`src/hdl/tria_ram.sv`:
```
`timescale 1ns / 1ps

module tria_ram #(
    parameter int WIDTH = 1,
    parameter int DEPTH = 64
) (
    input  logic                     clk,
    input  logic                     wr_en,
    input  logic [$clog2(DEPTH)-1:0] wr_addr,
    input  logic [WIDTH-1:0]         wr_data,
    input  logic [$clog2(DEPTH)-1:0] rd_addr,
    output logic [WIDTH-1:0]         rd_data
);

    logic [WIDTH-1:0] mem_reg [DEPTH];
    logic [WIDTH-1:0] rd_data_reg;

    // single write port, registered read port
    always_ff @(posedge clk)
    begin
        if (wr_en)
        begin
            mem_reg[wr_addr] <= wr_data;
        end
        rd_data_reg <= mem_reg[rd_addr];
    end

    assign rd_data = rd_data_reg;

endmodule

```
`config.mk`:
```
export PLATFORM = sky130hd
export DESIGN_NAME = tria_ram
export DESIGN_NICKNAME = d
export VERILOG_FILES = /design/src/hdl/tria_ram.sv
export SDC_FILE = /design/constraint.sdc
export NUM_CORES = 1
export LEC_CHECK = 0
export ABC_AREA = 1
export BUFFER_PORTS_ARGS = -buffer_cell sky130_fd_sc_hd__buf_2
export CORE_MARGIN = 5
export CORE_UTILIZATION = 57
export CTS_CLUSTER_DIAMETER = 80
export DETAILED_ROUTE_END_ITERATION = 12
export GPL_ROUTABILITY_DRIVEN = 0
export PLACE_DENSITY_LB_ADDON = 0.25
export SYNTH_ARGS = -nofsm -noshare
export SYNTH_HDL_FRONTEND = slang
export SYNTH_SLANG_ARGS = --single-unit
```
`constraint.sdc`:
```
create_clock -name clk -period 1.19 [get_ports clk]
set_input_delay 0.119 -clock clk [delete_from_list [all_inputs] [get_ports clk]]
set_output_delay 0.119 -clock clk [all_outputs]
set_load 0.01 [all_outputs]
```
==> out/metrics.cfg, run 1 <==
[synthesis]
synth_ff_type=edfxtp_1
synth_enable_flop_cells=64
synthCells=314
syn_area_per_cell_sq_um=9.70
ys_seq_area_frac=0.638
synth_seq_cells=65
netlist_area_sq_um=3050
synth_common_cells=86 x nand2_1, 64 x edfxtp_1, 61 x nand3_1, 61 x nor2_1, 14 x inv_1
yosys.cell_count.top_type=nand2_1
syn_nets=329
yosys.area.top_type=edfxtp_1
synth_cell_types=14
yosysWarnings=0
yosysTopAreaCellShare=0.631
async_flop_share=0
synth_area_leaders=edfxtp_1 63%, nand2_1 11%, nand3_1 10%, nor2_1 7.5%, buf_6 2.2%

[routing]
avgViaCountPerCell=5.62
drc_errors=0
ant_nets=0
wire_per_inst_um=15.6
vias=2457
drt-pass1-iter-count=5
drt-initial-drc-count=329
wl_mm=6.80

[pwr]
sw_frac_of_total=0.205
ir_drop_mv=0.971
p_sw_mw=1.11
seqPwrFrac=0.469
combPwrFrac=0.084
p_int_mw=4.30
powerDensity_nw_per_um2=1470
pwr-share-clk=0.447
total_power_mw=5.41
leakage_nw=1.41

[floorplanning]
die_area_sq_um=6900
io_pins=16
die_y_um=83.1
die-width_um=83.1
core-area_sq_um=5140
rows=26
initial_core_util=0.593

[cts]
numCtsBuffers=9
worstSkewPairLatency_ps=340
tritoncts=done
clk_pin_slew_ps=70
clock-root-buffer=clkbuf_8
clkSinkCount=65
cts_htree_levels=3
clockBufferDepth=2
post_cts_buffers=0

[critical_path]
worst-path-buf-inv=0
worst_ep_arrival_time_ps=1330
end_kind=flip-flop
slowest_stage=edfxtp_1
worstPathRequired_ps=1430
critPathMaxStageDelay_ps=380
path_max_fanout=1
start_kind=flip-flop
critical_path.top_delay_family=simple AND/OR/NAND/NOR gates
crit_type=flip-flop to flip-flop
crit_chain=nand2_1, nand3_1, nand3_1, nand2_1, nand2_1, nand3_1, nand3_1, nand2_1

[global_route]
grt_pass1_wl_mm=10.7
met3_usage=0.0475
top_usage_layer=met2
grt_pass1_vias=2266
grtUsageTotal=0.202
grt_use_met1=0.255
grt_max_degree=65
grt-ovfl-total=0
antenna_found_initial=0
grt_use_met2=0.327

[placed_design]
place_inst=421
io_buffers=15
placed_area_sq_um=3420
hpwl_mm=4.55

[timing]
hold_violations=0
fin_crit_sh=0.913
finClkSkew_ps=8.18
period_minus_slack_ps=1090
slew_violations=0
max-slew-margin-rel=0.351
setup_violations=0
fmax_mhz=921
worst_slew_pin_slew_ps=973

[cells_and_area]
antenna_cells=0
largest_register_ff_count=64
drive_gt1_frac=0.188
nets=377
design_area_sq_um=3690
fill_cells=397
area_growth_pct=21.2
instances_no_fill=437

[job]
maxCapViolCount=0

[hold_path]
hold_class=primary input to flip-flop

[status]
status=finished clean

-- power by group through the flow --
stage          combinational, mW  sequential, mW  clock (mW)
2_1_floorplan              0.232            2.59           0
3_3_place_gp               0.431            2.59           0
3_5_place_dp               0.444            2.59           0
4_1_cts                    0.446            2.54        2.43
5_1_grt                    0.497            2.54        2.53
6_report                   0.456            2.54        2.42
-- layer usage --
layer	vias to the layer above	wire (um)
met5	-	0
li1	1164	-
met2	103	3160
met1	1172	2990
met3	18	445
met4	0	207
-- path summary, 6_finish.rpt --
check                                            from              end  slack, ps  depth (start not counted)
worst max-delay path            mem_reg[47]$_DFFE_PP_  rd_data$_DFF_P_        100                          8
worst min-delay path                       rd_addr[5]  rd_data$_DFF_P_         10                          3
worst max register to register  mem_reg[47]$_DFFE_PP_  rd_data$_DFF_P_        100                          8
worst min register to register  mem_reg[40]$_DFFE_PP_  rd_data$_DFF_P_        800                          8
-- area by class of cell --
type / count / area [sq um] / area share
flip-flops and latches: 65 / 1940 / 0.526
clock buffers: 10 / 128 / 0.0346
multi-input cells: 221 / 946 / 0.256
clock inverters: 6 / 130 / 0.0353
inverters: 16 / 65.1 / 0.0176
well taps: 70 / 87.6 / 0.0237
repair buffers: 49 / 393 / 0.106
-- kinds of logic (layout without fill, tap and decap cells) --
| kind of cell | after synthesis | after routing | synth area share |
|---|---|---|---|
| and+or+nand+nor | 221 | 221 | 0.306 |
| DFF | 65 | 65 | 0.638 |
| buffers and inverters | 28 | 81 | 0.0559 |
-- what timing repair did --
action                                  4_1_cts  5_1_grt
hold buffers                                  0        0
endpoints found under the setup margin        0        1
resized for setup                             0        3
-- tightest hold or removal path, cell delays in order --
cell	delay, ps
buf_2	90
nand3_1	70
nand2_1	50
-- per-stage QoR --
| step | TNS [ps] | hold slack, ps | utilization | worst slack [ps] |
|---|---|---|---|---|
| global route | -3.36 | 50.0 | 0.718 | -3.36 |
| global placement | -537 | 365 | 0.666 | -68.2 |
| detailed placement | -1950 | 364 | 0.666 | -199 |
| finish | 0 | 12.1 | 0.718 | 104 |
| floorplan | 0 | 218 | - | 172 |
| CTS | 0 | 7.65 | 0.716 | 82.1 |
-- placed cells by master, fill, tap and decap left out, types with 4 or more instances in the layout --
cell / n
buf_2: 15
nand3_1: 59
nand2_1: 85
nor4_1: 4
buf_4: 29
edfxtp_1: 64
nor2_1: 61
bufinv_16: 4
nand4_1: 5
nor3_1: 4
inv_1: 14
clkbuf_8: 9
buf_12: 5
Power figures use the tool's default switching activity.
==> inputs of run 2 (changes only) <==
Settings changed: MAX_ROUTING_LAYER from default to met4.
==> run 2 against run 1 <==
  * Sequential power barely moved
  * Critical path depth did not move
  * Clock power about the same
  * Core utilization stayed put
  * Critical path type unchanged
  * Wire length down 0.71%
  * Cell count stayed put
  * Non-clock buffer count stayed put
  * Register-to-register slack about the same
==> out/metrics.cfg, run 2 (synthesized netlist as in run 1, its figures left out) <==
[cts]
clockBufferDepth=2
numCtsBuffers=9
post_cts_buffers=0
clkSinkCount=65
cts_htree_levels=3
clock-root-buffer=clkbuf_8
tritoncts=done
worstSkewPairLatency_ps=340
clk_pin_slew_ps=70

[placed_design]
hpwl_mm=4.55
dp_slack_ps=-199
io_buffers=15

[global_route]
grt_pass1_wl_mm=10.7
grt_pass1_vias=2268
grt_max_degree=65
grt-ovfl-total=0
grt_use_met2=0.327
grt_use_met1=0.257
met3_usage=0.0465
antenna_found_initial=0
top_usage_layer=met2
grtUsageTotal=0.208

[timing]
worst_slew_pin_slew_ps=941
max-slew-margin-rel=0.372
fin_crit_sh=0.912
finClkSkew_ps=8.26
setup_violations=0
slew_violations=0
hold_violations=0
setup_ws_ps=105
period_minus_slack_ps=1090
fmax_mhz=921
tns_ps=0

[floorplanning]
core-area_sq_um=5140
rows=26
initial_core_util=0.593
die-width_um=83.1
die_y_um=83.1
io_pins=16
die_area_sq_um=6900

[critical_path]
crit_type=flip-flop to flip-flop
worstPathRequired_ps=1430
crit_chain=nand2_1, nand3_1, nand3_1, nand2_1, nand2_1, nand3_1, nand3_1, nand2_1
reg2regPathDepth=8
end_kind=flip-flop
worst_ep_arrival_time_ps=1330
worst-path-buf-inv=0
critPathMaxStageDelay_ps=380
start_kind=flip-flop
path_max_fanout=1
r2r-start=mem_reg[47]$_DFFE_PP_
critical_path.top_delay_family=simple AND/OR/NAND/NOR gates
r2r_slack_ps=100
slowest_stage=edfxtp_1
r2r_end=rd_data$_DFF_P_

[cells_and_area]
final_common_cell=nand2_1
nets=377
antenna_cells=0
drive_gt1_frac=0.188
largest_register_ff_count=64
mostFrequentLayoutCells=85 x nand2_1, 64 x edfxtp_1, 61 x nor2_1
area_growth_pct=21.2

[routing]
ant_nets=0
drc_errors=0
drt-initial-drc-count=365
vias=2458
avgViaCountPerCell=5.62
wl_mm=6.75
drt-pass1-iter-count=5
wire_per_inst_um=15.4

[hold_path]
hold_end=rd_data$_DFF_P_
hp-start=rd_addr[5]
hold_depth=3
hold_class=primary input to flip-flop

[pwr]
ir_drop_mv=0.961
sw_frac_of_total=0.205
powerDensity_nw_per_um2=1470
seqPwrFrac=0.469
p_sw_mw=1.11
pwr-share-clk=0.447
p_int_mw=4.30
combPwrFrac=0.084
leakage_nw=1.41

[job]
maxCapViolCount=0

[status]
status=finished clean

-- run 2: worst max-delay path by stage --
stage | from | to | depth (start not counted) | slack (ps)
global route | mem_reg[33]$_DFFE_PP_ | rd_data$_DFF_P_ | 8 | -5
CTS | mem_reg[35]$_DFFE_PP_ | rd_data$_DFF_P_ | 8 | 80
global placement | wr_addr[2] | mem_reg[17]$_DFFE_PP_ | 5 | -70
detailed placement | wr_addr[0] | mem_reg[6]$_DFFE_PP_ | 5 | -200
floorplan | wr_en | mem_reg[34]$_DFFE_PP_ | 3 | 170
finish | mem_reg[47]$_DFFE_PP_ | rd_data$_DFF_P_ | 8 | 100
-- run 2: power groups by stage --
stage | clock network (mW) | registers, mW | logic, mW
after floorplan | 0 | 2.59 | 0.232
after global placement | 0 | 2.59 | 0.431
after detailed placement | 0 | 2.59 | 0.444
after CTS | 2.43 | 2.54 | 0.446
after global routing | 2.53 | 2.54 | 0.497
final | 2.42 | 2.54 | 0.453
-- run 2: stage by stage --
stage,instance area [sq um],hold WS [ps],total power [mW],util,cells
final,3690,13.5,5.41,0.718,437
after global routing,3690,50.0,5.56,0.718,437
after CTS,3680,7.65,5.41,0.716,437
after detailed placement,3420,364,3.03,0.666,421
after global placement,3420,365,3.02,0.666,421
after floorplan,3050,218,2.82,-,314
-- run 2: layer usage --
| layer | vias up | wire [um] |
|---|---|---|
| met5 | - | 0 |
| met4 | 0 | 208 |
| met3 | 19 | 549 |
| met2 | 125 | 3130 |
| met1 | 1151 | 2860 |
| li1 | 1163 | - |
-- run 2: worst register-to-register path: cells and delay by family (launching register included) --
kind          cells  cell delay (ps)
simple gates      8              610
flops             1              380
-- run 2: layout make-up --
type                            instances  area (sq um)
Timing Repair Buffer                   49           393
Multi-Input combinational cell        221           946
Fill cell                             397          1450
Tap cell                               70          87.6
Sequential cell                        65          1940
Clock inverter                          6           130
Inverter                               16          65.1
Clock buffer                           10           128
-- run 2: repair_timing --
action | CTS | global route
hold buffers | 0 | 0
endpoints found under the setup margin | 0 | 1
hold endpoints to repair | 0 | 0
resized for setup | 0 | 3
==> inputs of run 3 (changes only) <==
Settings changed: ABC_AREA 1 to default.
==> run 3 against run 2 <==
  * Total power is 19% lower
  * Non-clock buffer count decreased by 10
  * Sequential power barely moved
  * Register-to-register slack got worse by 730 ps
  * Largest cell class unchanged
  * Count of clock-buffer cells in the layout is 1 higher
  * Highest routed layer unchanged
  * Final area fell by 8.9%
  * The flow now finishes with violations (setup timing)
  * Wire length decreased by 16%
  * Critical path depth fell by 4
  * Worst setup slack lost 730 ps
==> out/metrics.cfg, run 3 <==
[cts]
clk_pin_slew_ps=70
post_cts_buffers=0
cts_hold_buf=0
numCtsBuffers=9
worstSkewPairLatency_ps=330
clock-root-buffer=clkbuf_8
cts_htree_levels=3
clockBufferDepth=2
clkSinkCount=65
tritoncts=done

[cells_and_area]
multi_input_area_sq_um=912
mostFrequentLayoutCells=66 x nor2_1, 64 x edfxtp_1, 23 x buf_4
largest_register_ff_count=64
drive_gt1_frac=0.267
nets=257
seqCellArea_sq_um=1940
area_growth_pct=15.4
final_common_cell=nor2_1
antenna_cells=0
fill_cells=363

[timing]
max-slew-margin-rel=0.365
hold_violations=0
setup_violations=1
fin_crit_sh=1.53
hold_slack_ps=46.1
slew_violations=0
period_minus_slack_ps=1820
worst_slew_pin_slew_ps=953
rsz0062_at_grt=yes
fmax_mhz=550
setup_ws_ps=-629
finClkSkew_ps=5.72

[routing]
drc_errors=0
ant_nets=0
drt-initial-drc-count=214
vias=1789
wire_per_inst_um=17.9
drt-pass1-iter-count=4
wl_mm=5.68
avgViaCountPerCell=5.64

[status]
status=finished with violations
violations=setup timing

[critical_path]
r2r_slack_ps=-630
worstPathRequired_ps=1420
critPathMostFrequentCell=mux4_2
worst-path-buf-inv=0
slowest_stage=mux4_2
end_kind=flip-flop
path_max_fanout=1
crit_chain=mux4_2, mux4_2, or2_1, a32o_1
worst_ep_arrival_time_ps=2050
critical_path.top_delay_family=multiplexers
crit_type=flip-flop to flip-flop
start_kind=flip-flop
critPathMaxStageDelay_ps=470

[global_route]
grt_pass1_wl_mm=9.22
grt-ovfl-total=0
grt_pass1_vias=1773
grtUsageTotal=0.205
grt_max_degree=65
antenna_found_initial=0

[floorplanning]
io_pins=16
die-width_um=81.5
die_y_um=81.5
initial_core_util=0.578
core-area_sq_um=5040
die_area_sq_um=6640
rows=26

[pwr]
sw_frac_of_total=0.222
combPwrFrac=0.079
ir_drop_mv=0.944
p_int_mw=3.42
pwr-share-clk=0.344
p_sw_mw=0.977
seqPwrFrac=0.577
leakage_nw=1.09
powerDensity_nw_per_um2=1310

[synthesis]
syn_area_per_cell_sq_um=14.3
syn_nets=219
ys_seq_area_frac=0.666
yosysWarnings=0
synth_common_cells=67 x nor2_1, 64 x edfxtp_1, 10 x clkbuf_1, 10 x mux4_2, 9 x nand3_1
synth_enable_flop_cells=64
async_flop_share=0
yosysTopAreaCellShare=0.660
synth_area_leaders=edfxtp_1 66%, nor2_1 8.6%, mux4_2 7.7%, mux4_1 6.3%, nand3_1 1.5%
yosys.cell_count.top_type=nor2_1
synth_seq_cells=65
yosys.area.top_type=edfxtp_1
synth_ff_type=edfxtp_1
netlist_area_sq_um=2910
synth_cell_types=25
synthCells=204

[placed_design]
io_buffers=15
dp_slack_ps=-632
hpwl_mm=3.86

[hold_path]
hold_class=primary input to flip-flop

[job]
maxCapViolCount=0

==> run 3: power groups by stage <==
stage | clock [mW] | sequential (mW) | combinational [mW]
3_3_place_gp | 0 | 2.59 | 0.333
4_1_cts | 1.55 | 2.54 | 0.348
5_1_grt | 1.66 | 2.54 | 0.378
2_1_floorplan | 0 | 2.59 | 0.189
6_report | 1.51 | 2.54 | 0.346
3_5_place_dp | 0 | 2.59 | 0.347
==> run 3: logic make-up after synthesis <==
logic type      count (synthesis)  synth area share
simple gates                  104             0.159
flops                          65             0.666
mux                            17             0.140
buf+inv                        12            0.0185
compound gates                  6            0.0159
==> run 3: per-stage QoR <==
stage,power [mW],util,instances,setup TNS [ps],instance area [sq um]
floorplan,2.78,-,204,-545,2920
global placement,2.92,0.636,301,-617,3210
detailed placement,2.94,0.636,301,-1060,3210
CTS,4.43,0.667,317,-639,3360
global route,4.58,0.667,317,-696,3360
finish,4.40,0.667,317,-629,3360
==> run 3: final timing paths <==
kind                                            start               to  cells after the start
worst max-delay path            mem_reg[23]$_DFFE_PP_  rd_data$_DFF_P_                      4
worst max register to register  mem_reg[23]$_DFFE_PP_  rd_data$_DFF_P_                      4
worst min-delay path                       rd_addr[5]  rd_data$_DFF_P_                      2
worst min register to register  mem_reg[44]$_DFFE_PP_  rd_data$_DFF_P_                      4
==> run 3: repair_timing <==
action,CTS,global route
hold endpoints to repair,0,0
gates resized for setup,0,1
endpoints found under the setup margin,1,1
==> run 3: layout make-up <==
cell class                      instances  share of cell area
Clock buffer                           11              0.0391
Tap cell                               70              0.0260
Clock inverter                          5             0.00670
Multi-Input combinational cell        127               0.271
Timing Repair Buffer                   39              0.0796
Sequential cell                        65               0.577
==> run 3: metal layers <==
layer  vias to the layer above  track usage  share of wire
li1                        843            -              -
met1                       861        0.268           0.41
met2                        83        0.304           0.49
met3                         2       0.0592          0.094
met4                         0       0.0811         0.0051
met5                         -            -              0
