[config.mk]
export PLATFORM = sky130hd
export DESIGN_NAME = tria_cell
export DESIGN_NICKNAME = d
export VERILOG_FILES = /design/src/hdl/tria_pkg.sv /design/src/hdl/tria_cell.sv
export SDC_FILE = /design/constraint.sdc
export NUM_CORES = 1
export LEC_CHECK = 0
export BUFFER_PORTS_ARGS = -buffer_cell sky130_fd_sc_hd__buf_4
export CORE_MARGIN = 2
export CORE_UTILIZATION = 45
export DETAILED_ROUTE_END_ITERATION = 6
export HOLD_SLACK_MARGIN = 0.15
export PLACE_DENSITY = 0.81
export RECOVER_POWER = 50
export SYNTH_ARGS = -nofsm -noshare
export SYNTH_HDL_FRONTEND = slang
export SYNTH_SLANG_ARGS = --single-unit
[constraint.sdc]
create_clock -name clk -period 6 [get_ports clk]
set_input_delay 0.9 -clock clk [delete_from_list [all_inputs] [get_ports clk]]
set_output_delay 0.9 -clock clk [all_outputs]
set_load 0.05 [all_outputs]
[src/hdl/tria_pkg.sv]
`timescale 1ns / 1ps

package tria_pkg;

    // default sizes
    localparam int MAX_INTERVALS_DEF = 64;
    localparam int TIME_WIDTH_DEF    = 16;
    localparam int INDEX_WIDTH       = 6;

    // event kinds, in sort order at equal time
    localparam int KIND_WIDTH = 2;
    localparam logic [KIND_WIDTH-1:0] KIND_END   = 2'd0;
    localparam logic [KIND_WIDTH-1:0] KIND_START = 2'd1;
    localparam logic [KIND_WIDTH-1:0] KIND_POINT = 2'd2;

    // operation broadcast to every cell of the sorting chain
    typedef struct packed {
        logic insert;
        logic pop;
        logic clear;
    } chain_ctrl_t;

endpackage

[src/hdl/tria_cell.sv]
`timescale 1ns / 1ps

module tria_cell #(
    parameter int KEY_WIDTH = 24
) (
    input  logic                  clk,
    input  logic                  rst_n,
    input  tria_pkg::chain_ctrl_t ctrl,
    input  logic [KEY_WIDTH-1:0]  key_in,
    input  logic                  prev_valid,
    input  logic [KEY_WIDTH-1:0]  prev_key,
    input  logic                  prev_gt,
    input  logic                  next_valid,
    input  logic [KEY_WIDTH-1:0]  next_key,
    output logic                  valid,
    output logic [KEY_WIDTH-1:0]  key,
    output logic                  gt
);

    logic                 valid_reg;
    logic [KEY_WIDTH-1:0] key_reg;

    // an empty cell counts as larger than any key
    assign gt    = !valid_reg || (key_in < key_reg);
    assign valid = valid_reg;
    assign key   = key_reg;

    // occupancy
    always_ff @(posedge clk or negedge rst_n)
    begin
        if (!rst_n)
        begin
            valid_reg <= 1'b0;
        end
        else if (ctrl.clear)
        begin
            valid_reg <= 1'b0;
        end
        else if (ctrl.insert)
        begin
            if (prev_gt)
            begin
                valid_reg <= prev_valid;
            end
            else if (gt)
            begin
                valid_reg <= 1'b1;
            end
        end
        else if (ctrl.pop)
        begin
            valid_reg <= next_valid;
        end
    end

    // key: shift down on insert above, take new key at its place, shift up on pop
    always_ff @(posedge clk)
    begin
        if (ctrl.insert)
        begin
            if (prev_gt)
            begin
                key_reg <= prev_key;
            end
            else if (gt)
            begin
                key_reg <= key_in;
            end
        end
        else if (ctrl.pop)
        begin
            key_reg <= next_key;
        end
    end

endmodule

==> qor.tcl, run 1 <==
set qor(outcome) {complete, but fails checks}
set qor(failed_checks) {capacitance limit, slew limit}
set qor(synthDistinctLibCells) 25
set qor(synth.area.top_cells) {edfxtp_1 (38%), ha_1 (15%), mux2i_1 (13%), a21oi_1 (8.5%), nor2_1 (6.0%)}
set qor(post-route-period-util_pct) 58.7
set qor(clockPowerShare_pct) 18.7
set qor(timing.clock.skew_ns) 0.00682
set qor(clock_latency_ns) 0.27
set qor(r2r-start) {key[11]}
set qor(worstSetupEndpointType) {register}
set qor(worst_r2r_path_depth) 8
set qor(placeableCoreArea_mm2) 0.00400
set qor(internal_power_mw) 0.345
set qor(maxClockFrequency_mhz) 284
set qor(clock_sink_count) 25
set qor(via_count) 1735
set qor(post_synth_inst_count) 198
set qor(clockRootBuffer) {clkbuf_8}
set qor(slew-limit-headroom_pct) -35.5
set qor(share_seq_of_total_power_pct) 41.2
set qor(cts_tree) {done}
set qor(floorplan.die.width_um) 68.6
set qor(global_route_wire_length_before_repair_um) 6620
set qor(post_synth.cell_area_avg_um2) 9.48
set qor(critPathKind) {in -> reg}
set qor(postSynthNetCount) 301
set qor(synth_area_leader_cell) {edfxtp_1}
set qor(post_route_cells_drive_above_1_share_pct) 34.4
set qor(detailed_place_hpwl_um) 3620
set qor(drt_pre_antenna_iters) 4
set qor(final_global_route_overflow_total) 0
set qor(met2_usage_pct) 33.2
set qor(design.die.area_mm2) 0.00470
set qor(cts_resized) 0
set qor(use_met3_pct) 3.90
set qor(drt-vias-per-instance) 4.97
set qor(final_wirelength_um) 4480
set qor(wl_per_cell_um) 12.8
set qor(power.net_switching_mw) 0.191
set qor(ys.warnings.count) 0
set qor(setup_ws_ns) 2.48
set qor(timing.max_cap.violations) 1
set qor(largest_register_ff_count) 24
set qor(timing.critical_path.max_delay_family) {buffers and inverters}
set qor(post_cts_buffers) 0
set qor(antenna_cells) 0
set qor(die_h_um) 68.6
set qor(cts.reportedPaths.clkPinSlew_ns) 0.08
set qor(worstPathBufferInverterCount) 2
set qor(worst-endpoint-required_ns) 6.01
set qor(critical_path.startpoint_type) {primary input}
set qor(cts.path.max_buffers) 2
set qor(timing.final.setup_violations) 0
set qor(ys_seq_elements) 25
set qor(first_iter_violations) 33
set qor(worst-slew-pin-transition_ns) 2.03
set qor(tot_gr_track_use_pct) 18.9
set qor(crit_cells) 3
set qor(initial_antenna_violation_count) 0
set qor(finalSetupTns_ns) 0
set qor(area.sequential_um2) 746
set qor(cts_hold_buffers) 0
set qor(top_level_ports) 106
set qor(critPathMaxFanout) 52
set qor(placement.setup.worst_slack_ns) 2.55
set qor(grt_busiest_layer) {met2}
set qor(multi_input_comb_area_um2) 1000
set qor(flow.area_growth_from_synthesis_pct) 43.5
set qor(tritoncts.num_buffers) 3
set qor(report.final.hold_viol_count) 0
set qor(standby_leakage_power_nw) 1.37
set qor(power_density_mw_per_mm2) 199
set qor(antenna_violating_nets_post_route) 0
set qor(grt_start_max_net_pins) 53
set qor(top_cell_type_s_share_of_synthesized_area_pct) 38.4
set qor(critical_path.slowest_cell) {clkbuf_1}
set qor(peakVddDrop_mv) 0.129
set qor(synthesis.area_mm2) 0.00188
set qor(holdCritPathClass) {in -> async}
set qor(final.hold.worst_slack_ns) 0.417
set qor(rrSetupSlack_ns) 3.25
set qor(h-tree-depth) 1
set qor(initial_core_util_pct) 46.9
set qor(row_count) 23
set qor(grt_pass1_vias) 1570
set qor(numPortBuffers) 105
set qor(switching_power_as_a_share_of_total_power_pct) 35.7
set qor(max_stage_delay_ns) 1.43
set qor(synth-seq-area-share_pct) 39.7
set qor(rsz0062_at_grt) {false}
set qor(final-max-slew-violation-count) 53
set qor(gp_congestion) 0.822
set qor(filler_cell_count) 335
set qor(drt_drc_violations_left) 0
set qor(worst-endpoint-arrival_ns) 3.53
set qor(power.share.combinational_pct) 40.1
set qor(final.min_clock_period_ns) 3.52
set qor(worstReg2RegEnd) {key[4]}
set qor(use_met1_pct) 23.2
set qor(design.final.nets) 403
set qor(timing.critical_path.cells) {clkbuf_1 > a41oi_2 > buf_4}
power groups by stage:
stage          Sequential (mW)  Clock (mW)  Combinational [mW]
2_1_floorplan            0.284           0              0.0781
3_3_place_gp             0.224           0               0.220
3_5_place_dp             0.225           0               0.223
4_1_cts                  0.221       0.103               0.224
5_1_grt                  0.223       0.109               0.234
6_report                 0.221       0.100               0.215
area by class of cell:
type / instances / area share [%]
Clock buffer: 4 / 1.67
Inverter: 25 / 3.48
Multi-Input combinational cell: 139 / 37.1
Sequential cell: 25 / 27.7
Tap cell: 50 / 2.32
Timing Repair Buffer: 106 / 27.7
kinds of logic after synthesis:
family | count (synthesis) | share of synthesized area (%)
AO/OA/AOI/OAI | 45 | 14.1
buffers and inverters | 34 | 7.00
adder cells (fa/ha/maj) | 23 | 15.3
AND/OR/NAND/NOR | 46 | 10.5
multiplexers | 25 | 13.4
flip-flops | 25 | 39.7
cell usage after synthesis:
cell type and count:
mux2_2 1, nand2_1 11, a211oi_1 1, nor2b_1 1, o211ai_2 1, dfrtp_1 1
a41oi_2 1, a21oi_1 32, mux2i_1 24, clkbuf_1 6, nor2_1 30, nor4_2 1
a21oi_2 2, nand4_2 1, o21ai_1 1, o21ai_0 4, a222oi_1 1, edfxtp_1 24
o22ai_1 1, inv_1 25, buf_2 3, nand4_1 1, nand3_1 1, ha_1 23
a41oi_1 1
how the worst max path moves through the flow:
stage,slack (ns),to,startpoint
floorplan,2.84,gt,key_in[13]
global placement,2.60,key[2],key_in[11]
finish,2.48,key[4],ctrl[2]
global route,2.19,key[6],ctrl[2]
CTS,2.61,gt,key_in[11]
detailed placement,2.55,key[1],key_in[11]
cell usage in the layout, fill, tap and decap left out, drive strengths merged:
cell type,count
buf,92
nand2,11
dfrtp,1
a211oi,1
mux2i,24
mux2,1
o211ai,1
nor2b,1
inv,25
a222oi,1
nand4,2
edfxtp,24
nor2,30
nand3,1
nor4,1
clkbuf,18
o21ai,5
o22ai,1
ha,23
a21oi,34
a41oi,2
routing by layer:
layer | up-vias | share of wire (%)
li1 | 901 | -
met1 | 764 | 43
met2 | 66 | 48
met3 | 4 | 8.2
met4 | 0 | 0.83
met5 | - | 0
worst reg2reg max path, cell delays in order (launching register included):
cell      delay [ns]
edfxtp_1        0.39
inv_1           0.07
ha_1            0.23
a21oi_1         0.13
o21ai_0         0.14
a222oi_1        0.41
o211ai_2        0.17
a41oi_2         0.55
buf_4           0.36
metrics by stage:
| stage | instances | power [mW] | cell area [µm²] | util, % |
|---|---|---|---|---|
| detailed placement | 345 | 0.448 | 2700 | 67.4 |
| floorplan | 198 | 0.362 | 1880 | - |
| finish | 349 | 0.536 | 2690 | 67.3 |
| CTS | 349 | 0.547 | 2740 | 68.6 |
| global placement | 345 | 0.444 | 2700 | 67.4 |
| global route | 349 | 0.566 | 2690 | 67.3 |
(Power assumes the default switching activity.)
==> inputs of run 2 (changes only) <==
==> constraint.sdc (replaced) <==
create_clock -name clk -period 3.6 [get_ports clk]
set_input_delay 0.54 -clock clk [delete_from_list [all_inputs] [get_ports clk]]
set_output_delay 0.54 -clock clk [all_outputs]
set_load 0.05 [all_outputs]
==> qor.tcl, run 2 (synthesis results as in run 1) <==
set qor(outcome) {complete, but fails checks}
set qor(failed_checks) {capacitance limit, slew limit}
set qor(flow.area_growth_from_synthesis_pct) 44.5
set qor(antenna_violating_nets_post_route) 0
set qor(power_density_mw_per_mm2) 329
set qor(drt_drc_violations_left) 0
set qor(multi_input_comb_area_um2) 1000
set qor(standby_leakage_power_nw) 1.38
set qor(filler_cell_count) 361
set qor(critical_path.startpoint_type) {primary input}
set qor(layout_common_cells) {buf_4 (93), a21oi_1 (32), nor2_1 (30)}
set qor(clockRootBuffer) {clkbuf_8}
set qor(initial_antenna_violation_count) 0
set qor(final-max-slew-violation-count) 53
set qor(finalSetupTns_ns) 0
set qor(timing.clock.skew_ns) 0.00568
set qor(r2r-start) {key[11]}
set qor(holdCritPathClass) {in -> reg}
set qor(drt-vias-per-instance) 4.99
set qor(internal_power_mw) 0.576
set qor(worst-endpoint-arrival_ns) 2.74
set qor(final_global_route_overflow_total) 0
set qor(power.share.combinational_pct) 40.2
set qor(worstSetupEndpointType) {register}
set qor(placeableCoreArea_mm2) 0.00400
set qor(grt_start_max_net_pins) 53
set qor(cts_tree) {done}
set qor(maxClockFrequency_mhz) 361
set qor(power.total_mw) 0.893
set qor(clockPowerShare_pct) 18.6
set qor(met3_wirelength_um) 392
set qor(share_seq_of_total_power_pct) 41.2
set qor(detailroute.wirelength.met2_um) 2200
set qor(area.sequential_um2) 746
set qor(timing.final.setup_violations) 0
set qor(grt_pass1_vias) 1592
set qor(worst_hold_startpoint) {ctrl[0]}
set qor(post-route-period-util_pct) 77.0
set qor(antenna_cells) 0
set qor(critPathLaunch) {ctrl[2]}
set qor(post_route_cells_drive_above_1_share_pct) 34.6
set qor(via_count) 1753
set qor(h-tree-depth) 1
set qor(largest_register_ff_count) 24
set qor(cts.path.max_buffers) 2
set qor(worst-endpoint-required_ns) 3.57
set qor(timing.max_cap.violations) 1
set qor(routedLengthMet1_um) 1830
set qor(tritoncts.num_buffers) 3
set qor(floorplan.die.width_um) 68.6
set qor(first_iter_violations) 44
set qor(wl_per_cell_um) 12.8
set qor(final.min_clock_period_ns) 2.77
set qor(design.final.nets) 405
set qor(rsz0062_at_grt) {false}
set qor(mostFrequentLayoutCell) {buf_4}
set qor(die_h_um) 68.6
set qor(peakVddDrop_mv) 0.215
set qor(tot_gr_track_use_pct) 19.3
set qor(clock_latency_ns) 0.27
set qor(design.die.area_mm2) 0.00470
set qor(slew-limit-headroom_pct) -41.3
set qor(numPortBuffers) 105
set qor(gp_congestion) 0.749
set qor(report.final.hold_viol_count) 0
set qor(critPathMaxFanout) 52
set qor(drt_pre_antenna_iters) 4
set qor(worst-slew-pin-transition_ns) 2.12
set qor(final_wirelength_um) 4480
set qor(cts.reportedPaths.clkPinSlew_ns) 0.08
set qor(top_level_ports) 106
set qor(dr.max_layer_used) {met4}
set qor(global_route_wire_length_before_repair_um) 6750
set qor(power.net_switching_mw) 0.317
set qor(switching_power_as_a_share_of_total_power_pct) 35.5
set qor(initial_core_util_pct) 46.9
set qor(clock_sink_count) 25
set qor(row_count) 23
set qor(critPathKind) {in -> reg}
set qor(detailed_place_hpwl_um) 3600
==> run 2: worst max-delay path, cell delays in order <==
cell and delay [ns]:
clkbuf_1 1.48, nor2_1 0.18, a41oi_2 0.27, buf_4 0.26
==> run 2: power groups by stage <==
| stage | combinational (mW) | sequential (mW) | clock (mW) |
|---|---|---|---|
| after floorplan | 0.130 | 0.473 | 0 |
| after detailed placement | 0.373 | 0.375 | 0 |
| after global placement | 0.365 | 0.374 | 0 |
| final | 0.359 | 0.368 | 0.166 |
| after CTS | 0.375 | 0.368 | 0.171 |
| after global routing | 0.392 | 0.372 | 0.187 |
==> run 2: metal layers <==
layer / up-vias / global-route usage [%]
li1: 905 / -
met1: 778 / 22.0
met2: 64 / 35.7
met3: 6 / 4.06
met4: 0 / 6.25
met5: - / 0
==> run 2: final cells by class <==
cell class	count	share of cell area (%)
inverter	25	3.46
timing repair buffer	108	28.2
tap	50	2.31
multi-input combinational	139	36.9
sequential	25	27.5
clock buffer	4	1.66
==> run 2: what timing repair did <==
item | 4_1_cts | 5_1_grt
buffers inserted | 0 | 0
resized for setup | 0 | 0
hold endpoints to repair | 1 | 0
setup endpoints to repair | 0 | 0
hold buffers | 1 | 0
==> run 2: path summary, 6_finish.rpt <==
path	to	slack [ns]	depth (start not counted)
worst max-delay path	key[5]	0.83	4
worst min-delay path	valid	0.42	2
worst max register to register	key[5]	1.32	8
worst min register to register	valid	0.76	3
max in group asynchronous	valid	2.90	2
min in group asynchronous	valid	0.62	2
==> run 2: per-stage QoR <==
stage	hold slack, ns	instance area, µm²	setup WS [ns]	cells	utilization [%]
2_1_floorplan	0.244	1880	0.666	198	-
5_1_grt	0.399	2710	0.581	351	67.8
3_3_place_gp	0.315	2710	0.985	346	67.6
6_report	0.417	2710	0.826	351	67.8
4_1_cts	0.408	2760	0.987	351	69.0
3_5_place_dp	0.316	2710	0.992	346	67.6
==> inputs of run 3 (changes only) <==
--- a/config.mk
+++ b/config.mk
@@ -5,6 +5,7 @@
 export SDC_FILE = /design/constraint.sdc
 export NUM_CORES = 1
 export LEC_CHECK = 0
+export ABC_AREA = 1
 export BUFFER_PORTS_ARGS = -buffer_cell sky130_fd_sc_hd__buf_4
 export CORE_MARGIN = 2
 export CORE_UTILIZATION = 45
==> constraint.sdc (replaced) <==
create_clock -name clk -period 2.61 [get_ports clk]
set_input_delay 0.3915 -clock clk [delete_from_list [all_inputs] [get_ports clk]]
set_output_delay 0.3915 -clock clk [all_outputs]
set_load 0.05 [all_outputs]
==> qor.tcl, run 3 <==
set qor(outcome) {complete, no violations}
set qor(xor_xnor_share_of_the_synthesized_area_pct) 0
set qor(via_count) 2056
set qor(post_synth_inst_count) 259
set qor(final.min_clock_period_ns) 2.33
set qor(slew-limit-headroom_pct) 40.4
set qor(detailed_place_hpwl_um) 4290
set qor(placeableCoreArea_mm2) 0.00406
set qor(dominant_combinational_cell_family_by_area_after_synthesis) {simple AND/OR/NAND/NOR gates}
set qor(detailroute.wirelength.met2_um) 2820
set qor(critical_path.startpoint_type) {register}
set qor(report.final.hold_viol_count) 0
set qor(post_route_cells_drive_above_1_share_pct) 29.2
set qor(design.final.nets) 467
set qor(timing.clock.skew_ns) 0.00356
set qor(numPortBuffers) 105
set qor(met3_wirelength_um) 380
set qor(antenna_cells) 0
set qor(synth_simple_gate_area_share_pct) 21.8
set qor(filler_cell_count) 372
set qor(cts_resized) 0
set qor(gp_congestion) 0.783
set qor(timing.final.setup_violations) 0
set qor(synth-seq-area-share_pct) 38.6
set qor(cts.reportedPaths.clkPinSlew_ns) 0.09
set qor(die_h_um) 69.5
set qor(post_synth.cell_area_avg_um2) 7.46
set qor(max_stage_delay_ns) 0.40
set qor(synth_async_reset_ratio_pct) 4.00
set qor(floorplan.die.width_um) 69.5
set qor(top_level_ports) 106
set qor(synth.area.top_cells) {edfxtp_1 (37%), ha_1 (15%), nand2_1 (12%), o21ai_0 (9.8%), inv_1 (6.4%)}
set qor(mostFrequentLayoutCell) {buf_4}
set qor(top_cell_type_s_share_of_synthesized_area_pct) 37.3
set qor(clockRootBuffer) {clkbuf_8}
set qor(area.sequential_um2) 746
set qor(synth_area_leader_cell) {edfxtp_1}
set qor(final_global_route_overflow_total) 0
set qor(wl_per_cell_um) 13.3
set qor(worst-endpoint-arrival_ns) 1.94
set qor(r2r-start) {key[21]}
set qor(initial_antenna_violation_count) 0
set qor(clock_sink_count) 25
set qor(final_wirelength_um) 5490
set qor(finalSetupTns_ns) 0
set qor(worstSetupEndpointType) {primary output}
set qor(rsz0062_at_grt) {false}
set qor(drt_drc_violations_left) 0
set qor(maxClockFrequency_mhz) 430
set qor(largest_register_ff_count) 24
set qor(postSynthNetCount) 362
set qor(critPathKind) {reg -> out}
set qor(h-tree-depth) 1
set qor(design.die.area_mm2) 0.00484
set qor(synth-main-ff-cell) {edfxtp_1}
set qor(flow.area_growth_from_synthesis_pct) 45.2
set qor(dr.max_layer_used) {met4}
set qor(worst_hold_startpoint) {next_key[18]}
set qor(synth_edf_count) 24
set qor(synthDistinctLibCells) 21
set qor(critPathLaunch) {key[23]}
set qor(initial_core_util_pct) 47.6
set qor(row_count) 23
set qor(timing.critical_path.cells) {inv_1 > ha_1 > a21o_1 > nor2_1 > nand2_1 > a21oi_1 > nand2_2 > nand2_8 > buf_4}
set qor(multi_input_comb_area_mm2) 0.00105
set qor(tritoncts.num_buffers) 3
set qor(synthesis.area_mm2) 0.00193
set qor(power.total_mw) 1.27
set qor(muxShareOfSynthArea_pct) 0
set qor(grt_start_max_net_pins) 30
set qor(global_route_wire_length_before_repair_um) 9250
set qor(final-max-slew-violation-count) 0
set qor(ys.warnings.count) 0
set qor(post-route-period-util_pct) 89.2
set qor(layout_common_cells) {buf_4 (93), nand2_1 (61), o21ai_0 (47)}
set qor(standby_leakage_power_nw) 1.42
set qor(first_iter_violations) 66
set qor(drt-vias-per-instance) 4.98
set qor(drt_pre_antenna_iters) 4
set qor(holdCritPathClass) {in -> reg}
set qor(routedLengthMet1_um) 2260
set qor(critPathMaxFanout) 3
set qor(tot_gr_track_use_pct) 23.1
set qor(power_density_mw_per_mm2) 452
set qor(ys_seq_elements) 25
set qor(synth_compound_gate_area_share_pct) 16.1
set qor(peakVddDrop_mv) 0.260
set qor(timing.max_cap.violations) 0
set qor(cts_tree) {done}
set qor(most_frequent_cell_after_synthesis) {nand2_1}
set qor(worst-slew-pin-transition_ns) 0.893
set qor(worst-endpoint-required_ns) 2.22
set qor(cts.path.max_buffers) 2
set qor(critical_path.slowest_cell) {edfxtp_1}
set qor(antenna_violating_nets_post_route) 0
set qor(synthTopCellsByCount) {nand2_1 (62), o21ai_0 (38), inv_1 (33), nor2_1 (33), edfxtp_1 (24)}
set qor(clock_latency_ns) 0.26
set qor(synthAdderAreaFrac_pct) 14.9
set qor(grt_pass1_vias) 2095
## run 3: changes by cell type in the layout (fill, tap and decap cells not counted), sizes merged, moves of 2 or more
cell	before	now
nor2	30	35
o21ai	5	49
mux2i	24	0
a21o	0	2
inv	25	34
a41oi	2	0
nand3	1	4
a21oi	34	9
nand2	11	64
## run 3: final timing paths
path / endpoint / slack (ns) / cells after the start
worst max-delay path: gt / 0.28 / 9
worst min-delay path: key[18] / 0.40 / 3
worst max register to register: key[6] / 0.31 / 13
worst min register to register: valid / 0.71 / 2
max in group asynchronous: valid / 2.06 / 2
min in group asynchronous: valid / 0.47 / 2
## run 3: layout make-up
cell class	instances	share of cell area [%]
Sequential cell	25	26.6
Clock buffer	4	1.60
Multi-Input combinational cell	190	37.4
Timing Repair Buffer	109	27.4
Inverter	35	4.81
Tap cell	50	2.23
## run 3: worst max-delay path, delay by kind of cell (launching register included)
kind | cells | cell delay (ns)
AOI/OAI and AO/OA | 2 | 0.34
and+or+nand+nor | 4 | 0.40
DFF | 1 | 0.40
buffers and inverters | 2 | 0.28
adders and majority gates | 1 | 0.24
## run 3: stage by stage
step	setup slack [ns]	util (%)	cell area, µm²	std cells	hold slack (ns)
floorplan	0.0115	-	1970	259	0.0959
global placement	0.300	69.1	2810	408	0.168
detailed placement	0.222	69.1	2810	408	0.169
CTS	0.281	70.5	2860	413	0.403
global route	0.126	69.2	2810	413	0.416
finish	0.282	69.2	2810	413	0.403
## run 3: metal layers
| layer | track usage (%) | vias to the layer above |
|---|---|---|
| li1 | - | 1059 |
| met1 | 27.4 | 926 |
| met2 | 43.6 | 69 |
| met3 | 4.36 | 2 |
| met4 | 3.49 | 0 |
| met5 | 0 | - |
## run 3: power breakdown
group          switching (mW)  internal [mW]
Sequential             0.0260          0.491
Combinational           0.330          0.195
Clock                   0.118          0.109
## run 3: cells by family (layout without fill, tap and decap cells)
family / Yosys count / after routing
AND/OR/NAND/NOR: 106 / 106
AO/OA/AOI/OAI: 61 / 61
buffers and inverters: 44 / 148
flip-flops: 25 / 25
adder cells (fa/ha/maj): 23 / 23
## run 3: timing repair
item,in CTS,in global routing
hold endpoints to repair,1,0
setup buffers,0,0
hold buffers,1,0
setup endpoints to repair,0,0
